$ cat config.mk
export PLATFORM = sky130hd
export DESIGN_NAME = bit_frame_error_counter_core
export DESIGN_NICKNAME = d
export VERILOG_FILES = /design/src/hw/rtl/bfec_pkg.sv /design/src/hw/rtl/bit_frame_error_counter_core.sv /design/src/hw/rtl/bfec_lane.sv /design/src/hw/rtl/bfec_merge.sv
export SDC_FILE = /design/constraint.sdc
export NUM_CORES = 1
export LEC_CHECK = 0
export BUFFER_PORTS_ARGS = -buffer_cell sky130_fd_sc_hd__buf_2
export CORE_MARGIN = 5
export CORE_UTILIZATION = 30
export CTS_BUF_LIST = sky130_fd_sc_hd__clkbuf_8
export CTS_CLUSTER_DIAMETER = 30
export DETAILED_ROUTE_END_ITERATION = 10
export HOLD_SLACK_MARGIN = 0.02
export PLACE_DENSITY = 0.56
export SYNTH_ARGS = -nofsm -noshare
export SYNTH_HDL_FRONTEND = slang
export SYNTH_SLANG_ARGS = --single-unit
$ cat constraint.sdc
create_clock -name clk -period 26.2 [get_ports clk]
set_input_delay 1.31 -clock clk [delete_from_list [all_inputs] [get_ports clk]]
set_output_delay 1.31 -clock clk [all_outputs]
set_load 0.01 [all_outputs]
$ cat src/hw/rtl/bfec_pkg.sv
`timescale 1ns / 1ps
// ----------------------------------------------------------------------------
// bfec_pkg
// Shared types and constants of the bit/frame error counter: item structs,
// register indexes and the lane geometry.
// ----------------------------------------------------------------------------
package bfec_pkg;

	localparam int DEF_MAX_FRAME_BITS = 65536;
	localparam int DEF_WORD_BITS      = 64;

	localparam int IN_WORD_W  = 64;
	localparam int CFG_DATA_W = 32;
	localparam int CFG_IDX_W  = 2;

	localparam int FRAME_BITS_W = 17;
	localparam int LIMIT_W      = 32;
	localparam int FEB_W        = 17;
	localparam int BET_W        = 48;
	localparam int FET_W        = 40;
	localparam int FT_W         = 40;

	// each lane checks one byte of the word
	localparam int LANE_BITS  = 8;
	localparam int LANE_CNT_W = $clog2(LANE_BITS + 1);

	localparam logic [FRAME_BITS_W-1:0] FRAME_BITS_RST = FRAME_BITS_W'(1024);

	typedef logic [CFG_IDX_W-1:0]  cfg_index_t;
	typedef logic [CFG_DATA_W-1:0] cfg_data_t;

	typedef enum logic [CFG_IDX_W-1:0] {
		REG_FRAME_BITS       = 2'd0,
		REG_MAX_FRAME_ERRORS = 2'd1,
		REG_MAX_FRAMES       = 2'd2
	} bfec_reg_e;

	typedef struct packed {
		logic [IN_WORD_W-1:0] ref_word;
		logic [IN_WORD_W-1:0] dec_word;
	} bfec_word_t;

	typedef struct packed {
		logic [FT_W-1:0]  frame_count;
		logic [FEB_W-1:0] frame_bit_errors;
		logic             frame_error;
		logic [BET_W-1:0] total_bit_errors;
		logic [FET_W-1:0] total_frame_errors;
		logic             error_limit_reached;
		logic             frame_limit_reached;
		logic             measurement_done;
	} bfec_result_t;

	// handoff from the lane stage to the merge stage
	typedef struct packed {
		logic consume;
		logic last;
	} bfec_ctl_t;

endpackage

$ cat src/hw/rtl/bit_frame_error_counter_core.sv
`timescale 1ns / 1ps
// ----------------------------------------------------------------------------
// bit_frame_error_counter_core
// Counts mismatching bits between reference and decoded words, frame by
// frame, and reports per-frame errors, saturating totals and limit flags.
// ----------------------------------------------------------------------------
//  channel | signals                           | direction | moves
//  word    | word_valid, word_ready, word      | in        | one word of both streams
//  result  | result_valid, result_ready, result| out       | one item per finished frame
//  cfg     | cfg_valid, cfg_ready, cfg_index,  | in        | register write
//          | cfg_data                          |           |
//
//  one word accepted per cycle while word_ready is high; a frame's result passes
//  through the lane stage, the merge stage and the output register, in that order
//  lane popcounts and the merge adder are each registered; totals saturate
//  reset clears all counters and sets the frame length to 1024 bits
//  a stalled result backs up through the result stage and lane stage before
//  word_ready drops; words that end no frame never wait on the output
// ----------------------------------------------------------------------------
module bit_frame_error_counter_core #(
	parameter int MAX_FRAME_BITS = bfec_pkg::DEF_MAX_FRAME_BITS,
	parameter int WORD_BITS      = bfec_pkg::DEF_WORD_BITS
) (
	input  logic                   clk,
	input  logic                   arst_n,
	input  logic                   word_valid,
	output logic                   word_ready,
	input  bfec_pkg::bfec_word_t   word,
	output logic                   result_valid,
	input  logic                   result_ready,
	output bfec_pkg::bfec_result_t result,
	input  logic                   cfg_valid,
	output logic                   cfg_ready,
	input  bfec_pkg::cfg_index_t   cfg_index,
	input  bfec_pkg::cfg_data_t    cfg_data
);
	import bfec_pkg::*;

	localparam int LEN_W   = ($clog2(MAX_FRAME_BITS + 1) > FRAME_BITS_W) ?
		$clog2(MAX_FRAME_BITS + 1) : FRAME_BITS_W;
	localparam int BP_W    = $clog2(MAX_FRAME_BITS + 1);
	localparam int TAKE_W  = $clog2(WORD_BITS + 1);
	localparam int N_LANES = (WORD_BITS + LANE_BITS - 1) / LANE_BITS;
	localparam int PAD_W   = N_LANES * LANE_BITS;

	// configuration
	logic [FRAME_BITS_W-1:0] frame_bits_q;
	logic [LIMIT_W-1:0]      max_frame_errors_q;
	logic [LIMIT_W-1:0]      max_frames_q;

	assign cfg_ready = 1'b1;

	always_ff @(posedge clk or negedge arst_n) begin
		if (!arst_n) begin
			frame_bits_q       <= FRAME_BITS_RST;
			max_frame_errors_q <= '0;
			max_frames_q       <= '0;
		end else if (cfg_valid) begin
			unique case (cfg_index)
				REG_FRAME_BITS:       frame_bits_q       <= cfg_data[FRAME_BITS_W-1:0];
				REG_MAX_FRAME_ERRORS: max_frame_errors_q <= cfg_data[LIMIT_W-1:0];
				REG_MAX_FRAMES:       max_frames_q       <= cfg_data[LIMIT_W-1:0];
				default: begin
				end
			endcase
		end
	end

	// frame position and bits taken from this word
	logic [BP_W-1:0]   bp_q;
	logic [LEN_W-1:0]  fb_ext;
	logic [LEN_W-1:0]  len;
	logic [LEN_W-1:0]  bp_ext;
	logic [LEN_W-1:0]  rem;
	logic [TAKE_W-1:0] take;
	logic              last;
	logic              accept;

	always_comb begin
		fb_ext = LEN_W'(frame_bits_q);
		if (fb_ext == '0) begin
			len = LEN_W'(1);
		end else if (fb_ext > LEN_W'(MAX_FRAME_BITS)) begin
			len = LEN_W'(MAX_FRAME_BITS);
		end else begin
			len = fb_ext;
		end
		bp_ext = LEN_W'(bp_q);
		rem    = len - bp_ext;
		// length shrunk to or below the position: word counts nothing and ends the frame
		if (bp_ext >= len) begin
			take = '0;
			last = 1'b1;
		end else if (rem <= LEN_W'(WORD_BITS)) begin
			take = rem[TAKE_W-1:0];
			last = 1'b1;
		end else begin
			take = TAKE_W'(WORD_BITS);
			last = 1'b0;
		end
	end

	always_ff @(posedge clk or negedge arst_n) begin
		if (!arst_n) begin
			bp_q <= '0;
		end else if (accept) begin
			bp_q <= last ? '0 : bp_q + BP_W'(WORD_BITS);
		end
	end

	// lanes
	logic [IN_WORD_W-1:0]                  word_diff;
	logic [PAD_W-1:0]                      diff_pad;
	logic [N_LANES-1:0][LANE_CNT_W-1:0]    lane_cnt_s1;

	assign word_diff = word.ref_word ^ word.dec_word;
	assign diff_pad  = PAD_W'(word_diff[WORD_BITS-1:0]);

	for (genvar l = 0; l < N_LANES; l++) begin : g_lane
		bfec_lane #(
			.BASE      (l * LANE_BITS),
			.WORD_BITS (WORD_BITS),
			.TAKE_W    (TAKE_W)
		) u_lane (
			.clk    (clk),
			.load   (accept),
			.diff   (diff_pad[l*LANE_BITS +: LANE_BITS]),
			.take   (take),
			.cnt_s1 (lane_cnt_s1[l])
		);
	end

	// stage handshake
	logic         vld_s1;
	logic         last_s1;
	logic         vld_s2;
	logic         out_load;
	logic         s1_take;
	bfec_ctl_t    ctl;
	bfec_result_t res_s2;
	bfec_result_t result_q;
	logic         result_valid_q;

	assign out_load   = vld_s2 && (!result_valid_q || result_ready);
	assign s1_take    = vld_s1 && (!last_s1 || !vld_s2 || out_load);
	assign word_ready = !vld_s1 || s1_take;
	assign accept     = word_valid && word_ready;
	assign ctl        = '{consume: s1_take, last: last_s1};

	always_ff @(posedge clk or negedge arst_n) begin
		if (!arst_n) begin
			vld_s1 <= 1'b0;
		end else if (accept) begin
			vld_s1 <= 1'b1;
		end else if (s1_take) begin
			vld_s1 <= 1'b0;
		end
	end

	always_ff @(posedge clk) begin
		if (accept) begin
			last_s1 <= last;
		end
	end

	bfec_merge #(
		.N_LANES (N_LANES)
	) u_merge (
		.clk      (clk),
		.arst_n   (arst_n),
		.ctl      (ctl),
		.lane_cnt (lane_cnt_s1),
		.out_load (out_load),
		.vld_s2   (vld_s2),
		.res_s2   (res_s2)
	);

	// output register with limit flags
	logic         fe_lim;
	logic         fr_lim;
	bfec_result_t result_d;

	assign fe_lim = (max_frame_errors_q != '0) &&
		(res_s2.total_frame_errors >= FET_W'(max_frame_errors_q));
	assign fr_lim = (max_frames_q != '0) &&
		(res_s2.frame_count >= FT_W'(max_frames_q));

	always_comb begin
		result_d                     = res_s2;
		result_d.error_limit_reached = fe_lim;
		result_d.frame_limit_reached = fr_lim;
		result_d.measurement_done    = fe_lim || fr_lim;
	end

	always_ff @(posedge clk or negedge arst_n) begin
		if (!arst_n) begin
			result_valid_q <= 1'b0;
		end else if (out_load) begin
			result_valid_q <= 1'b1;
		end else if (result_ready) begin
			result_valid_q <= 1'b0;
		end
	end

	always_ff @(posedge clk) begin
		if (out_load) begin
			result_q <= result_d;
		end
	end

	assign result_valid = result_valid_q;
	assign result       = result_q;

endmodule

$ cat src/hw/rtl/bfec_lane.sv
`timescale 1ns / 1ps
// ----------------------------------------------------------------------------
// bfec_lane
// One error-count lane: masks its slice of the mismatch word against the
// number of bits still in the frame and registers the popcount.
// ----------------------------------------------------------------------------
module bfec_lane #(
	parameter int BASE      = 0,
	parameter int WORD_BITS = bfec_pkg::DEF_WORD_BITS,
	parameter int TAKE_W    = $clog2(bfec_pkg::DEF_WORD_BITS + 1)
) (
	input  logic                                 clk,
	input  logic                                 load,
	input  logic [bfec_pkg::LANE_BITS-1:0]       diff,
	input  logic [TAKE_W-1:0]                    take,
	output logic [bfec_pkg::LANE_CNT_W-1:0]      cnt_s1
);
	import bfec_pkg::*;

	logic [LANE_CNT_W-1:0] cnt;

	always_comb begin
		cnt = '0;
		for (int j = 0; j < LANE_BITS; j++) begin
			if ((BASE + j) < WORD_BITS && (BASE + j) < int'(take) && diff[j]) begin
				cnt = cnt + LANE_CNT_W'(1);
			end
		end
	end

	always_ff @(posedge clk) begin
		if (load) begin
			cnt_s1 <= cnt;
		end
	end

endmodule

$ cat src/hw/rtl/bfec_merge.sv
`timescale 1ns / 1ps
// ----------------------------------------------------------------------------
// bfec_merge
// Merge stage: adds the lane counts into the frame error count and, at the
// end of a frame, updates the saturating totals and loads the result stage.
// ----------------------------------------------------------------------------
module bfec_merge #(
	parameter int N_LANES = 8
) (
	input  logic                                               clk,
	input  logic                                               arst_n,
	input  bfec_pkg::bfec_ctl_t                                ctl,
	input  logic [N_LANES-1:0][bfec_pkg::LANE_CNT_W-1:0]       lane_cnt,
	input  logic                                               out_load,
	output logic                                               vld_s2,
	output bfec_pkg::bfec_result_t                             res_s2
);
	import bfec_pkg::*;

	localparam int SUM_W = $clog2(N_LANES * LANE_BITS + 1);

	logic [SUM_W-1:0] sum;
	logic [FEB_W:0]   errs_sum;
	logic [FEB_W-1:0] errs;
	logic [BET_W:0]   bet_sum;
	logic [BET_W-1:0] bet_nx;
	logic [FET_W-1:0] fet_nx;
	logic [FT_W-1:0]  ft_nx;

	logic [FEB_W-1:0] feb_q;
	logic [BET_W-1:0] bet_q;
	logic [FET_W-1:0] fet_q;
	logic [FT_W-1:0]  ft_q;

	always_comb begin
		sum = '0;
		for (int l = 0; l < N_LANES; l++) begin
			sum = sum + SUM_W'(lane_cnt[l]);
		end
		errs_sum = {1'b0, feb_q} + (FEB_W + 1)'(sum);
		errs     = errs_sum[FEB_W] ? '1 : errs_sum[FEB_W-1:0];

		bet_sum = {1'b0, bet_q} + (BET_W + 1)'(errs);
		bet_nx  = bet_sum[BET_W] ? '1 : bet_sum[BET_W-1:0];
		fet_nx  = (errs != '0 && fet_q != '1) ? fet_q + FET_W'(1) : fet_q;
		ft_nx   = (ft_q != '1) ? ft_q + FT_W'(1) : ft_q;
	end

	always_ff @(posedge clk or negedge arst_n) begin
		if (!arst_n) begin
			feb_q  <= '0;
			bet_q  <= '0;
			fet_q  <= '0;
			ft_q   <= '0;
			vld_s2 <= 1'b0;
		end else begin
			if (ctl.consume) begin
				if (ctl.last) begin
					feb_q <= '0;
					bet_q <= bet_nx;
					fet_q <= fet_nx;
					ft_q  <= ft_nx;
				end else begin
					feb_q <= errs;
				end
			end
			if (ctl.consume && ctl.last) begin
				vld_s2 <= 1'b1;
			end else if (out_load) begin
				vld_s2 <= 1'b0;
			end
		end
	end

	// limit flags are filled in at the output register
	always_ff @(posedge clk) begin
		if (ctl.consume && ctl.last) begin
			res_s2.frame_count         <= ft_nx;
			res_s2.frame_bit_errors    <= errs;
			res_s2.frame_error         <= (errs != '0);
			res_s2.total_bit_errors    <= bet_nx;
			res_s2.total_frame_errors  <= fet_nx;
			res_s2.error_limit_reached <= 1'b0;
			res_s2.frame_limit_reached <= 1'b0;
			res_s2.measurement_done    <= 1'b0;
		end
	end

endmodule

==> results by group <==
Clocking
  – H-tree Lvls: 4
  – Clk slew on worst S/H paths: 50 ps
  – Clock buffer count from CTS: 136
  – Clk sinks: 568
  – Root Buffer: clkbuf_8
  – Hold_buf cts: 0
  – Post-CTS setup buffer count: 0
  – PostCTS Resize Cnt: 0
  – Clock buffer depth: 3
  – CTS tree: yes
  – Worst-Skew Late Latency: 780 ps

Finish
  – Area growth, synth to finish: 19.9%
  – Layout cells sized above 1: 21.4%
  – Layout Nets: 3732

Timing
  – Final count of hold timing violations: 0
  – Final Cycle Share: 39.7%
  – Fmax: 96.2 MHz
  – RSZ-0062 raised after global routing: no
  – Max_slew headroom: 23.9%
  – Worst Skew: 36.1 ps
  – Slew Limit Fails: 0
  – Setup TNS: 0 ps
  – Finish-stage setup viols: 0
  – Tmin final: 10390 ps
  – Slew @ Worst Pin: 1130 ps

Drt
  – DR vias: 23.5k
  – WL final: 87900 um
  – Vias/cell: 4.83
  – Iter 0 DRT Violations: 1492
  – Drt wl/cell: 18.0 um
  – DRC viols: 0
  – Post-DRT Antenna Nets: 0
  – Pre-antenna DRT Iters: 5

Min path
  – Worst Hold Class: reg -> reg

Critical path
  – Crit path max-delay cell type: a2111o_2
  – Worst path required time: 26890 ps
  – FF-to-FF End: u_merge.bet_q[37]$_DFFE_PN0P_
  – CP max stage delay: 660 ps
  – Origin of the worst setup path: g_lane[1].u_lane.cnt_s1[0]$_DFFE_PP_
  – Critical path arrival: 11080 ps
  – CP Capture Type: register
  – CP startpoint kind: register
  – RR Startpoint: g_lane[1].u_lane.cnt_s1[0]$_DFFE_PP_
  – R2R Setup Slk: 15810 ps
  – CP Capture Point: u_merge.bet_q[37]$_DFFE_PN0P_
  – Crit path kind: reg -> reg
  – R2R depth: 42
  – Critical Path Fanout Max: 47

Yosys
  – Top FF cell, synth: edfxtp_1
  – Yosys warns: 0
  – Synth async-reset ratio: 42.3%
  – Flops & latches, synth: 568
  – EDFF count, synth: 328
  – Mapped Cells: 2970
  – Avg Cell Area, Syn: 11.0 sq um
  – Register area share after synthesis: 48.7%
  – Synthesized area: 32600 sq um
  – Post-synth cell types: 100

GRT
  – Largest net degree at the start of global routing: 110
  – Gr ovfl total: 0
  – Vias in the first global route: 23.4k
  – All-Layer GR Usage: 14.8%
  – Antenna violations before repair: 8
  – First-pass GRT wire length: 135000 um

Die
  – Die Area: 115000 sq um
  – Initial cell density of the core: 30.3%
  – Die Ht: 340 um
  – Cell Rows: 120
  – I/O Pins: 319
  – Chip Width: 340 um
  – Core area: 108000 sq um

Placed design
  – DP Wirelength: 64800 um
  – Final Wtd Congestion: 0.874
  – Port Buf Inserts: 317

Run
  – Max-cap violations: 0

Status
  – Outcome: completed
-- cell usage after synthesis, types with 28 or more instances --
master,count,area [sq um]
edfxtp_1,328,9850
nand2_1,254,953
xnor2_1,243,2130
dfrtp_1,239,5980
inv_1,214,803
ha_1,190,2380
nor2_1,177,664
xor2_1,143,1250
mux2_2,126,1420
a21oi_1,114,571
nand3_1,102,510
o21ai_0,93,465
clkbuf_1,69,259
nand4_1,64,400
nor3_1,54,270
and3_1,47,294
a31oi_1,42,263
a21o_1,41,308
and2_1,28,175
-- flip-flops by register name, summed over array words and instances, names as in the netlist --
signal                cells
result_valid              1
max_frame_errors_q       32
vld_s1                    1
u_merge.feb_q            17
max_frames_q             32
result                  149
fb_ext                   17
last_s1                   1
u_merge.fet_q            40
g_lane.u_lane.cnt_s1     32
u_merge.ft_q             40
u_merge.bet_q            48
u_merge.res_s2          146
bp_ext                   11
u_merge.vld_s2            1
-- how the worst min path moves through the flow --
stage | from | endpoint | slack, ps | depth (start not counted)
6_report | u_merge.res_s2[47]$_DFFE_PP_ | result[47]$_DFFE_PP_ | 420 | 0
5_1_grt | u_merge.res_s2[105]$_DFFE_PP_ | result[105]$_DFFE_PP_ | 420 | 0
4_1_cts | u_merge.res_s2[104]$_DFFE_PP_ | result[104]$_DFFE_PP_ | 420 | 0
3_5_place_dp | u_merge.res_s2[101]$_DFFE_PP_ | result[101]$_DFFE_PP_ | 400 | 0
3_3_place_gp | u_merge.res_s2[97]$_DFFE_PP_ | result[97]$_DFFE_PP_ | 410 | 0
2_1_floorplan | u_merge.res_s2[100]$_DFFE_PP_ | result[100]$_DFFE_PP_ | 400 | 0
-- area by class of cell --
type,instances,area [sq um]
antenna,4,10.0
clock buffer,145,2000
clock inverter,109,1310
fill,10700,68500
inverter,215,815
multi-input combinational,2096,15600
sequential,568,15900
tap,1403,1760
timing repair buffer,337,1750
-- cell families after synthesis --
family,share of synthesized area (%)
and+or+nand+nor,13.2
DFF,48.7
adders and majority gates,8.59
muxes,5.06
buffers and inverters,3.62
xor gates and xnor gates,11.5
other,0.0231
AOI/OAI and AO/OA,9.41
-- worst max-delay path: cells and delay by family (launching register included) --
| kind | cells | cell delay (ps) |
|---|---|---|
| adder cells (fa/ha/maj) | 10 | 3930 |
| AO/OA/AOI/OAI | 17 | 3280 |
| AND/OR/NAND/NOR | 7 | 1750 |
| buffers and inverters | 6 | 770 |
| flip-flops | 1 | 340 |
| XOR/XNOR | 2 | 260 |
-- placed cells by master, fill, tap and decap left out, drive strengths merged, types with 10 or more instances in the layout --
| cell type | count |
|---|---|
| fa | 21 |
| nor2b | 25 |
| nand4 | 65 |
| ha | 190 |
| buf | 337 |
| o21ai | 99 |
| a21o | 41 |
| mux2 | 126 |
| a41oi | 10 |
| mux2i | 23 |
| a211oi | 23 |
| o211ai | 14 |
| or2 | 11 |
| xor2 | 145 |
| and3 | 47 |
| and2 | 31 |
| a22o | 11 |
| nor3 | 55 |
| bufinv | 25 |
| edfxtp | 328 |
| clkinv | 37 |
| or3 | 13 |
| a31oi | 44 |
| a21oi | 117 |
| clkbuf | 145 |
| dfrtp | 239 |
| nand2 | 256 |
| xnor2 | 252 |
| inv | 250 |
| clkinvlp | 12 |
| nor4 | 29 |
| o21bai | 11 |
| nor2 | 179 |
| nand2b | 27 |
| nand3 | 102 |
-- per-stage QoR --
step                      area, sq um  hold WS, ps  utilization [%]  std cells  setup WS [ps]
after global placement          35700          405             33.2       4619          16030
final                           39000          417             36.3       4877          15810
after detailed placement        35700          405             33.2       4619          15820
after CTS                       39000          418             36.3       4873          15770
after global routing            39000          422             36.3       4874          14970
after floorplan                 32600          400                -       2971          16870
-- metal layers --
layer / vias up / GRT usage, % / wire length (um)
met5: - / 0 / 10
met1: 11400 / 20.7 / 41300
li1: 11400 / - / -
met4: 2 / 4.35 / 1750
met2: 593 / 23.1 / 40100
met3: 131 / 3.17 / 4770
Power is left out: the tool's default activity adds up to more than one toggle a clock period on the data nets, which glitch-free logic cannot reach.
